<file path="config.mk">
export PLATFORM = sky130hd
export DESIGN_NAME = pan_tilt_reply_parser
export DESIGN_NICKNAME = d
export VERILOG_FILES = /design/src/rtl/core/ptrp_pkg.sv /design/src/rtl/core/pan_tilt_reply_parser.sv /design/src/rtl/core/ptrp_front.sv /design/src/rtl/core/ptrp_queue.sv /design/src/rtl/core/ptrp_back.sv
export SDC_FILE = /design/constraint.sdc
export NUM_CORES = 1
export LEC_CHECK = 0
export BUFFER_PORTS_ARGS = -buffer_cell sky130_fd_sc_hd__buf_4
export CAP_MARGIN = 15
export CELL_PAD_IN_SITES_DETAIL_PLACEMENT = 1
export CELL_PAD_IN_SITES_GLOBAL_PLACEMENT = 2
export CORE_MARGIN = 4
export CORE_UTILIZATION = 41
export CTS_CLUSTER_DIAMETER = 50
export DETAILED_ROUTE_END_ITERATION = 8
export HOLD_SLACK_MARGIN = 0.03
export PLACE_DENSITY_LB_ADDON = 0.1
export SYNTH_ARGS = -nofsm -noshare
export SYNTH_HDL_FRONTEND = slang
export SYNTH_SLANG_ARGS = --single-unit
export TNS_END_PERCENT = 1
</file>
<file path="constraint.sdc">
create_clock -name clk -period 5.9 [get_ports clk]
set_input_delay 0.295 -clock clk [delete_from_list [all_inputs] [get_ports clk]]
set_output_delay 0.295 -clock clk [all_outputs]
set_load 0.01 [all_outputs]
</file>
<file path="src/rtl/core/ptrp_pkg.sv">
`timescale 1ns / 1ps
`default_nettype none

package ptrp_pkg;

	// Character codes used by the reply grammar
	localparam logic [7:0] CH_CR    = 8'd13;
	localparam logic [7:0] CH_BANG  = 8'h21;
	localparam logic [7:0] CH_STAR  = 8'h2A;
	localparam logic [7:0] CH_MINUS = 8'h2D;
	localparam logic [7:0] CH_ZERO  = 8'h30;
	localparam logic [7:0] CH_NINE  = 8'h39;
	localparam logic [7:0] CH_P     = 8'h70;
	localparam logic [7:0] CH_T     = 8'h74;

	// Reply kinds
	typedef logic [1:0] kind_t;
	localparam kind_t KIND_FAILURE = 2'd0;
	localparam kind_t KIND_SUCCESS = 2'd1;
	localparam kind_t KIND_PAN     = 2'd2;
	localparam kind_t KIND_TILT    = 2'd3;

	localparam int ACC_W = 31;
	localparam logic [34:0] POS_LIMIT = 35'd2147483647;

	// Request queue between front and back
	localparam int QDEPTH = 4;
	localparam int QPTR_W = $clog2(QDEPTH);
	localparam int QCNT_W = $clog2(QDEPTH + 1);

	// One classified request byte
	typedef struct packed {
		logic [7:0] data;
		logic       blank;
		logic       digit;
		logic       minus;
		logic       eol;
	} token_t;

	typedef struct packed {
		logic              full;
		logic              empty;
		logic [QCNT_W-1:0] count;
	} qstat_t;

	function automatic logic is_blank(input logic [7:0] b);
		return (b == 8'd9) || (b == 8'd10) || (b == 8'd11) || (b == 8'd12) ||
			(b == 8'd13) || (b == 8'd32) || (b == 8'h85) || (b == 8'hA0);
	endfunction

endpackage

`default_nettype wire

</file>
<file path="src/rtl/core/pan_tilt_reply_parser.sv">
// Pan-tilt reply parser. Takes one reply byte per request on the input channel
// and, at each carriage return, returns at most one result: failure ('!' first),
// success (only '*' and blanks), or a pan or tilt position for lines opening with
// "pp" or "tp", with all digits gathered into one signed value (0 when the
// magnitude passes 2147483647). Blank and unrecognised lines return nothing.
// Rate: one byte per clock while the queue is not full. A byte lands in a
// four-entry request queue on the cycle it is accepted; the back end consumes
// one byte per cycle unless a carriage return waits on a held result, and
// out_valid is registered when it pops a carriage return. The input stalls
// only when the queue is full, as a held result blocks the next carriage return.
`timescale 1ns / 1ps
`default_nettype none

module pan_tilt_reply_parser (
	input  wire logic               clk,
	input  wire logic               arst_n,
	input  wire logic               in_valid,
	output logic                    in_stall,
	input  wire logic [7:0]         rx_byte,
	output logic                    out_valid,
	input  wire logic               out_stall,
	output logic [1:0]              reply_kind,
	output logic signed [31:0]      position
);
	import ptrp_pkg::*;

	token_t push_token;
	token_t head_token;
	qstat_t q_stat;
	logic   push;
	logic   pop;

	// Front: classify each byte and push it into the queue
	ptrp_front u_front (
		.in_valid (in_valid),
		.rx_byte  (rx_byte),
		.q_stat   (q_stat),
		.in_stall (in_stall),
		.push     (push),
		.token    (push_token)
	);

	// Queue: decouple classification from line tracking
	ptrp_queue u_queue (
		.clk        (clk),
		.arst_n     (arst_n),
		.push       (push),
		.push_token (push_token),
		.pop        (pop),
		.head_token (head_token),
		.q_stat     (q_stat)
	);

	// Back: advance the line state, judge the line at each carriage return
	ptrp_back u_back (
		.clk        (clk),
		.arst_n     (arst_n),
		.head_token (head_token),
		.q_empty    (q_stat.empty),
		.pop        (pop),
		.out_valid  (out_valid),
		.out_stall  (out_stall),
		.reply_kind (reply_kind),
		.position   (position)
	);

	// Failure and success never carry a position
	assert property (@(posedge clk) disable iff (!arst_n)
		(out_valid && (reply_kind == KIND_FAILURE || reply_kind == KIND_SUCCESS))
		|-> (position == 32'sd0))
		else $error("non-zero position on failure or success");

	// The overflow-to-zero rule keeps the most negative code unreachable
	assert property (@(posedge clk) disable iff (!arst_n)
		out_valid |-> (position != 32'sh8000_0000))
		else $error("position out of range");

	// Queue occupancy stays within its depth
	assert property (@(posedge clk) disable iff (!arst_n)
		q_stat.count <= QCNT_W'(QDEPTH))
		else $error("request queue overfilled");

	// An accepted request leaves the queue non-empty on the next cycle
	assert property (@(posedge clk) disable iff (!arst_n)
		(in_valid && !in_stall) |=> !q_stat.empty)
		else $error("accepted request lost");

endmodule

`default_nettype wire

</file>
<file path="src/rtl/core/ptrp_front.sv">
`timescale 1ns / 1ps
`default_nettype none

module ptrp_front (
	input  wire logic            in_valid,
	input  wire logic [7:0]      rx_byte,
	input  wire ptrp_pkg::qstat_t q_stat,
	output logic                 in_stall,
	output logic                 push,
	output ptrp_pkg::token_t     token
);
	import ptrp_pkg::*;

	// Hold the sender off only while the queue is full
	assign in_stall = q_stat.full;
	assign push     = in_valid && !q_stat.full;

	always_comb begin
		token.data  = rx_byte;
		token.blank = is_blank(rx_byte);
		token.digit = (rx_byte >= CH_ZERO) && (rx_byte <= CH_NINE);
		token.minus = (rx_byte == CH_MINUS);
		token.eol   = (rx_byte == CH_CR);
	end

endmodule

`default_nettype wire

</file>
<file path="src/rtl/core/ptrp_queue.sv">
`timescale 1ns / 1ps
`default_nettype none

module ptrp_queue (
	input  wire logic             clk,
	input  wire logic             arst_n,
	input  wire logic             push,
	input  wire ptrp_pkg::token_t push_token,
	input  wire logic             pop,
	output ptrp_pkg::token_t      head_token,
	output ptrp_pkg::qstat_t      q_stat
);
	import ptrp_pkg::*;

	token_t            mem_q [QDEPTH];
	logic [QPTR_W-1:0] wr_ptr_q;
	logic [QPTR_W-1:0] rd_ptr_q;
	logic [QCNT_W-1:0] count_q;
	logic              do_push;
	logic              do_pop;

	assign q_stat.count = count_q;
	assign q_stat.empty = (count_q == '0);
	assign q_stat.full  = (count_q == QCNT_W'(QDEPTH));
	assign do_push      = push && !q_stat.full;
	assign do_pop       = pop && !q_stat.empty;
	assign head_token   = mem_q[rd_ptr_q];

	always_ff @(posedge clk) begin
		if (do_push) begin
			mem_q[wr_ptr_q] <= push_token;
		end
	end

	always_ff @(posedge clk or negedge arst_n) begin
		if (!arst_n) begin
			wr_ptr_q <= '0;
			rd_ptr_q <= '0;
			count_q  <= '0;
		end else begin
			if (do_push) begin
				wr_ptr_q <= (wr_ptr_q == QPTR_W'(QDEPTH - 1)) ? '0 : wr_ptr_q + 1'b1;
			end
			if (do_pop) begin
				rd_ptr_q <= (rd_ptr_q == QPTR_W'(QDEPTH - 1)) ? '0 : rd_ptr_q + 1'b1;
			end
			if (do_push && !do_pop) begin
				count_q <= count_q + 1'b1;
			end else if (do_pop && !do_push) begin
				count_q <= count_q - 1'b1;
			end
		end
	end

endmodule

`default_nettype wire

</file>
<file path="src/rtl/core/ptrp_back.sv">
`timescale 1ns / 1ps
`default_nettype none

module ptrp_back (
	input  wire logic             clk,
	input  wire logic             arst_n,
	input  wire ptrp_pkg::token_t head_token,
	input  wire logic             q_empty,
	output logic                  pop,
	output logic                  out_valid,
	input  wire logic             out_stall,
	output ptrp_pkg::kind_t       reply_kind,
	output logic signed [31:0]    position
);
	import ptrp_pkg::*;

	logic [1:0]       lead_count_q;
	logic [7:0]       first_char_q;
	logic [7:0]       second_char_q;
	logic             later_nonblank_q;
	logic             minus_seen_q;
	logic [ACC_W-1:0] digit_accum_q;
	logic             accum_overflow_q;

	logic             out_valid_q;
	kind_t            kind_q;
	logic [31:0]      pos_q;

	logic             have;
	kind_t            kind_d;
	logic [31:0]      pos_d;
	logic [ACC_W-1:0] mag;
	logic [34:0]      next_acc;

	assign out_valid  = out_valid_q;
	assign reply_kind = kind_q;
	assign position   = pos_q;

	// A line end needs the output register free or draining
	assign pop = !q_empty && (!head_token.eol || !out_valid_q || !out_stall);

	assign next_acc = {1'b0, digit_accum_q, 3'b000} + {3'b000, digit_accum_q, 1'b0}
		+ {31'd0, head_token.data[3:0]};

	always_comb begin
		have   = 1'b0;
		kind_d = KIND_FAILURE;
		pos_d  = '0;
		mag    = accum_overflow_q ? '0 : digit_accum_q;
		if (lead_count_q != 2'd0) begin
			priority if (first_char_q == CH_BANG) begin
				have = 1'b1;
			end else if (first_char_q == CH_STAR && !later_nonblank_q) begin
				have   = 1'b1;
				kind_d = KIND_SUCCESS;
			end else if (lead_count_q == 2'd2 && second_char_q == CH_P &&
				(first_char_q == CH_P || first_char_q == CH_T)) begin
				have   = 1'b1;
				kind_d = (first_char_q == CH_P) ? KIND_PAN : KIND_TILT;
				pos_d  = minus_seen_q ? (32'd0 - {1'b0, mag}) : {1'b0, mag};
			end
		end
	end

	always_ff @(posedge clk) begin
		if (pop && head_token.eol && have) begin
			kind_q <= kind_d;
			pos_q  <= pos_d;
		end
	end

	always_ff @(posedge clk or negedge arst_n) begin
		if (!arst_n) begin
			out_valid_q      <= 1'b0;
			lead_count_q     <= '0;
			first_char_q     <= '0;
			second_char_q    <= '0;
			later_nonblank_q <= 1'b0;
			minus_seen_q     <= 1'b0;
			digit_accum_q    <= '0;
			accum_overflow_q <= 1'b0;
		end else begin
			if (pop && head_token.eol && have) begin
				out_valid_q <= 1'b1;
			end else if (!out_stall) begin
				out_valid_q <= 1'b0;
			end

			if (pop && head_token.eol) begin
				lead_count_q     <= '0;
				first_char_q     <= '0;
				second_char_q    <= '0;
				later_nonblank_q <= 1'b0;
				minus_seen_q     <= 1'b0;
				digit_accum_q    <= '0;
				accum_overflow_q <= 1'b0;
			end else if (pop) begin
				if (lead_count_q == 2'd0) begin
					if (!head_token.blank) begin
						first_char_q <= head_token.data;
						lead_count_q <= 2'd1;
					end
				end else begin
					if (lead_count_q == 2'd1) begin
						second_char_q <= head_token.data;
						lead_count_q  <= 2'd2;
					end
					if (!head_token.blank) begin
						later_nonblank_q <= 1'b1;
					end
				end
				if (head_token.minus) begin
					minus_seen_q <= 1'b1;
				end
				if (head_token.digit && !accum_overflow_q) begin
					if (next_acc > POS_LIMIT) begin
						accum_overflow_q <= 1'b1;
						digit_accum_q    <= '0;
					end else begin
						digit_accum_q <= next_acc[ACC_W-1:0];
					end
				end
			end
		end
	end

endmodule

`default_nettype wire
</file>
* Word level (Yosys, flattened, before mapping)
Memories as Yosys holds them, arrays and structs flattened.
Index checks and enable logic that the tools add are counted.
** Operators by class
- Bitwise logic cells :: 3
- Order comparisons :: 3
- Add/sub/neg operators :: 7
- Equality and inequality tests :: 23
- Multiplexer cells :: 45
- Reductions and logical operators :: 53
** Operator list (number)
- 2-to-1 mux 31 bit :: 6
- 2-to-1 mux 8 bit :: 8
- == test 8 x 4 -> 1 bit, second input constant :: 5
- adder 34 x 32 -> 35 bit :: 1
- adder 35 x 4 -> 35 bit :: 1
- > comparator 35 x 31 -> 1 bit, second input constant :: 1
- == test 8 x 6 -> 1 bit, second input constant :: 4
- subtractor 1 x 31 -> 32 bit, first input constant :: 1
- == test 8 x 7 -> 1 bit, second input constant :: 3
- 2-to-1 mux 1 bit :: 22
- == test 8 bit, second input constant :: 2
- nonzero test 2 bit :: 8
- AND reduction 3 bit :: 5
- 2-to-1 mux 2 bit :: 7
- logical AND 1 bit :: 13
- logical OR 1 bit :: 10
- zero test 1 bit :: 9
- greater-or-equal comparator 8 x 6 -> 1 bit, second input constant :: 1
- less-or-equal comparator 8 x 6 -> 1 bit, second input constant :: 1
- == test 2 bit, second input constant :: 3
- 2-to-1 mux 3 bit :: 2
- OR reduction 5 bit :: 1
- adder 2 x 1 -> 2 bit, second input constant :: 2
- inequality test 2 x 1 -> 1 bit, second input constant :: 2
- other kinds (13) :: 16
** Word-level totals
- Register bits after elaboration :: 94
- RAM bits :: 48
- Memories :: 1
- Word-level logic and storage cells :: 150
- Output and inout bits :: 36
** Memory list
- u_queue.mem_q :: words 4, width 12, read ports 1, clocked after Yosys merged registers in 0, wr ports 1, line ptrp_queue.sv:15 : token_t mem_q [QDEPTH];

* Logic depth before layout (Yosys ltp)
- Word-level depth :: 9
- Gate-level depth with buffers :: 16
- Gate-level depth less buffers :: 13

* Modules after synthesis
From an unflattened synthesis, not the netlist that was laid out.
** Second synthesis, totals
- Cell total of the unflattened synthesis :: 796
- Area total of the unflattened synthesis :: 8639.5 um2
** Modules (own cells, without submodules)
- ptrp_back :: times used 1, area each 6268.5 um2, cells each 671
- ptrp_queue :: times used 1, area each 2195.9 um2, cells each 100
- ptrp_front :: times used 1, area each 175.2 um2, cells each 25

* Worst setup path before layout
OpenSTA, ideal clock, no wires.
- Path type :: reg2reg
- Start point :: reg u_queue.rd_ptr_q[0]
- End point :: reg u_back.pos_q[0] (netlist: u_back.position[0]), enable pin
- Stages on the path, launching flop included :: 7
- Buffers on the path :: 2
- Library setup time :: 0.491 ns
- Slack :: 0.923 ns
- Arrival time :: 4.486 ns
- Path through :: dfrtp_1 clkbuf_1 mux4_2 a31oi_1 buf_2 nand2_1 a311oi_1
** On the way
- Word-level cells in the longest chain between the ends :: 7
** Ends and longest elaborated chain
- start: declaration :: line ptrp_queue.sv:17 : logic [QPTR_W-1:0] rd_ptr_q;
- start signal: assignment :: line ptrp_queue.sv:45 : rd_ptr_q <= (rd_ptr_q == QPTR_W'(QDEPTH - 1)) ? '0 : rd_ptr_q + 1'b1;
- memory read (4 x 12 bit) *
- zero test 1 bit :: line ptrp_back.sv:40 : assign pop = !q_empty && (!head_token.eol || !out_valid_q || !out_stall);
- logical OR 1 bit (2 in a row) :: line ptrp_back.sv:40
- logical AND 1 bit :: line ptrp_back.sv:40
- logical AND 1 bit * (2 in a row) :: line ptrp_back.sv:66 : if (pop && head_token.eol && have) begin
- end signal: assignment :: line ptrp_back.sv:68 : pos_q <= pos_d;
- end: declaration :: line ptrp_back.sv:27 : logic [31:0] pos_q;
Every way passes the cells marked *; elsewhere a longest branch is shown, timed or not.
A chain may end at the register's enable or synchronous reset.

* Final worst setup path
- Start point :: reg u_queue.rd_ptr_q[0]
- End point :: reg u_back.digit_accum_q[4]
** On the way
- Word-level cells in the longest chain between the ends :: 8
** Ends and longest elaborated chain
- memory read (4 x 12 bit) *
- branches (longest 7 deep; another with adder 35 x 4 -> 35 bit)
- end signal: assignment :: line ptrp_back.sv:120 : digit_accum_q <= next_acc[ACC_W-1:0];
- end: declaration :: line ptrp_back.sv:22 : logic [ACC_W-1:0] digit_accum_q;
Every way passes the cells marked *. The select of a mux whose other input is x is not followed.

==> metrics.txt <==
Final period util=76.5%; reg2reg setup slack=1390 ps; setup repair bufs after CTS=0; clk buf depth=2; Num CTS Buffers=17; CP bufs+invs=3; post-CTS sizing=0; drt wl/cell=20.5 um; Post-synth ARST share=42.3%; Port Buffers=47; Top Family by Delay on Critical Path=compound AO/OA/AOI/OAI gates; worst skew pair latency=420 ps; Post-Synth XOR/XNOR Area=4.41%; Post-Syn Area per Cell=10.8 um^2; final hold violations=0; Clock Sink Count=142; DR vias/cell=5.71; largest net degree at the start of global routing=61; pre-CTS setup slack=1440 ps; Cell Area, Synth=0.00873 mm^2; top post-synthesis cells by area=edfxtp_1 (28%), dfrtp_1 (17%), ha_1 (9.7%), nand2_1 (4.3%), o31ai_2 (4.2%); Worst setup EP type=register; final setup fails=0; Antenna diodes=0; count of cell types in the netlist=66; fmax=0.222 GHz; Most common cell on crit path=inv_1; Simple-Gate Fraction of Synth Area=14.4%; die area=0.0237 mm^2; initial DRC count=289; YS warnings=0; most frequent cells in the layout=nand2_1 (101), edfxtp_1 (82), ha_1 (68); Post-synth EDFFs=82; Core Rows=53; initial antenna violation count=0; compound-gate portion of the synthesized area=17.6%; # Max-Cap Violations=0; First-pass DRT Iterations=5; Initial Util=41.7%; critical path launch point type=register; first-pass GRT wire length=38.4 mm; I/O pin count=48; worst-path fanout max=31; crit path cell chain=mux4_2 > inv_1 > fa_1 > inv_1 > ha_1 > a211oi_1 > o21bai_1 > o21ai_1 > a2111oi_0 > nor2_1 > o311a_1 > o21ai_4 > buf_4 > o31ai_1; Tmin final=4510 ps; Synth Area in Adders=10.4%; final setup margin=1390 ps; Die Y=154 um; RD Place Congestion=0.834; Final Max Slew Viols=0; CTS tree=done; Nets=936; power per cell area=380 mW/mm^2; Final ANT Viol Nets=0; cell taking the most area after synthesis=edfxtp_1; Yosys top cell area share=28.2%; Max VDD drop=0.197 mV; leakage power=4.25 nW; post-detail-place hpwl=17.6 mm; Routed WL=23.4 mm; routed via count=6,518; post-synthesis mux area share=4.60%; Worst-Margin Slew=1020 ps; vias in the first global route=6,859; clock tree root buffer cell=clkbuf_16; Slowest-stage cell, CP=mux4_2; gr ovfl total=0; die width=154 um; H-Tree Depth=4; CP Class=register to register; RSZ-0062 raised after global routing=no; Setup TNS Final=0 ps; Relative slew margins=32.0%; Hold-fix buffers, CTS=1; Clock Skews=7.68 ps; largest family of logic cells by synthesized area=compound AO/OA/AOI/OAI gates; Worst path max stage delay=550 ps; critical path data arrival time=4790 ps; Yosys reg bits=142; DR DRC count=0; Post-Syn Instances=812; all-layer global routing usage=20.5%; Synth-to-Final Area Change=13.6%; Hold Path Class=input port to register; CP Data Required Time=6180 ps; share of cells above drive strength 1=17.6%; status=completed; Worst-path clk slew=60 ps; sequential element share of the synthesized area=45.4%; core footprint=0.0210 mm^2; Primary FF master, synth=edfxtp_1; leading cell type in the layout, fill and taps excluded=nand2_1; Synthesized Nets=895
==> power by group <==
group,switching [mW],internal [mW]
sequential,0.119,1.22
clock,0.457,0.551
combinational,0.885,0.541
==> stage by stage <==
| stage | total power, mW | utilization (%) | cell area (um^2) | instances | hold WS, ps |
|---|---|---|---|---|---|
| finish | 3.77 | 47.4 | 9920 | 1141 | 91.1 |
| global route | 4.05 | 47.4 | 9920 | 1141 | 77.7 |
| CTS | 3.81 | 47.4 | 9920 | 1141 | 70.4 |
| global placement | 2.73 | 44.7 | 9360 | 1108 | 429 |
| floorplan | 2.37 | - | 8730 | 812 | -0.591 |
| detailed placement | 2.79 | 44.7 | 9360 | 1108 | 447 |
==> worst register-to-register path: stages, from the launching register on <==
cell and delay [ps]:
dfrtp_1 450, mux4_2 560, inv_1 90, fa_1 400, inv_1 120, ha_1 190
a211oi_1 60, o21bai_1 410, o21ai_1 170, a2111oi_0 510, nor2_1 240, o311a_1 430
o21ai_4 120, buf_4 440, o31ai_1 180
==> worst paths after layout <==
check | startpoint | to | depth (start not counted)
hold reg to reg | u_back.second_char_q[1]$_DFFE_PN0P_ | u_back.second_char_q[1]$_DFFE_PN0P_ | 2
min in group asynchronous | arst_n | u_back.digit_accum_q[28]$_DFFE_PN0P_ | 2
hold / removal | rx_byte[0] | u_queue.mem_q[3][4]$_DFFE_PP_ | 1
setup reg to reg | u_queue.rd_ptr_q[0]$_DFFE_PN0P_ | u_back.digit_accum_q[4]$_DFFE_PN0P_ | 14
max in group asynchronous | arst_n | u_back.digit_accum_q[1]$_DFFE_PN0P_ | 2
setup / recovery | u_queue.rd_ptr_q[0]$_DFFE_PN0P_ | u_back.digit_accum_q[4]$_DFFE_PN0P_ | 14
==> registers in the layout, summed over array words and instances (netlist names), 3 cells and up <==
| register | cells |
|---|---|
| u_queue.mem_q | 48 |
| u_back.position | 32 |
| u_back.digit_accum_q | 31 |
| u_back.first_char_q | 8 |
| u_back.second_char_q | 8 |
| u_queue.count_q | 3 |
==> Yosys cell counts (all sizes together) (5+ instances only) <==
master    n
buf      12
inv      28
a31oi     7
and4      6
and2     13
and3      7
nand2   101
nand2b    8
a21oi    44
nor2b     9
mux4     12
nor2     59
ha       68
o31ai    38
o21a      7
o31a      5
nor3     13
nor4      7
edfxtp   82
o21ai    41
dfrtp    60
nand4     8
mux2      9
xnor2    24
a21o     12
a311oi    6
nand3    14
clkbuf   24
o22ai     7
xor2     20
==> per-layer routing <==
layer	vias to the layer above	global-route usage [%]	routed length (um)
met2	64	33.7	11400
li1	3121	-	-
met3	19	3.49	540
met4	0	4.21	223
met5	-	0	0
met1	3314	28.9	11300
==> cell families (layout without fill, tap and decap cells) <==
family,after synthesis,in the layout
AND/OR/NAND/NOR,263,263
AO/OA/AOI/OAI,204,204
flip-flops,142,142
adder cells (fa/ha/maj),71,71
buffers and inverters,64,118
XOR/XNOR,44,44
multiplexers,24,24
==> final cells by class <==
cell class | count | area [um^2]
Fill cell | 2302 | 11000
Timing Repair Buffer | 58 | 438
Tap cell | 275 | 344
Clock buffer | 17 | 425
Multi-Input combinational cell | 606 | 4520
Clock inverter | 15 | 128
Inverter | 28 | 105
Sequential cell | 142 | 3960
(Power assumes the default switching activity.)
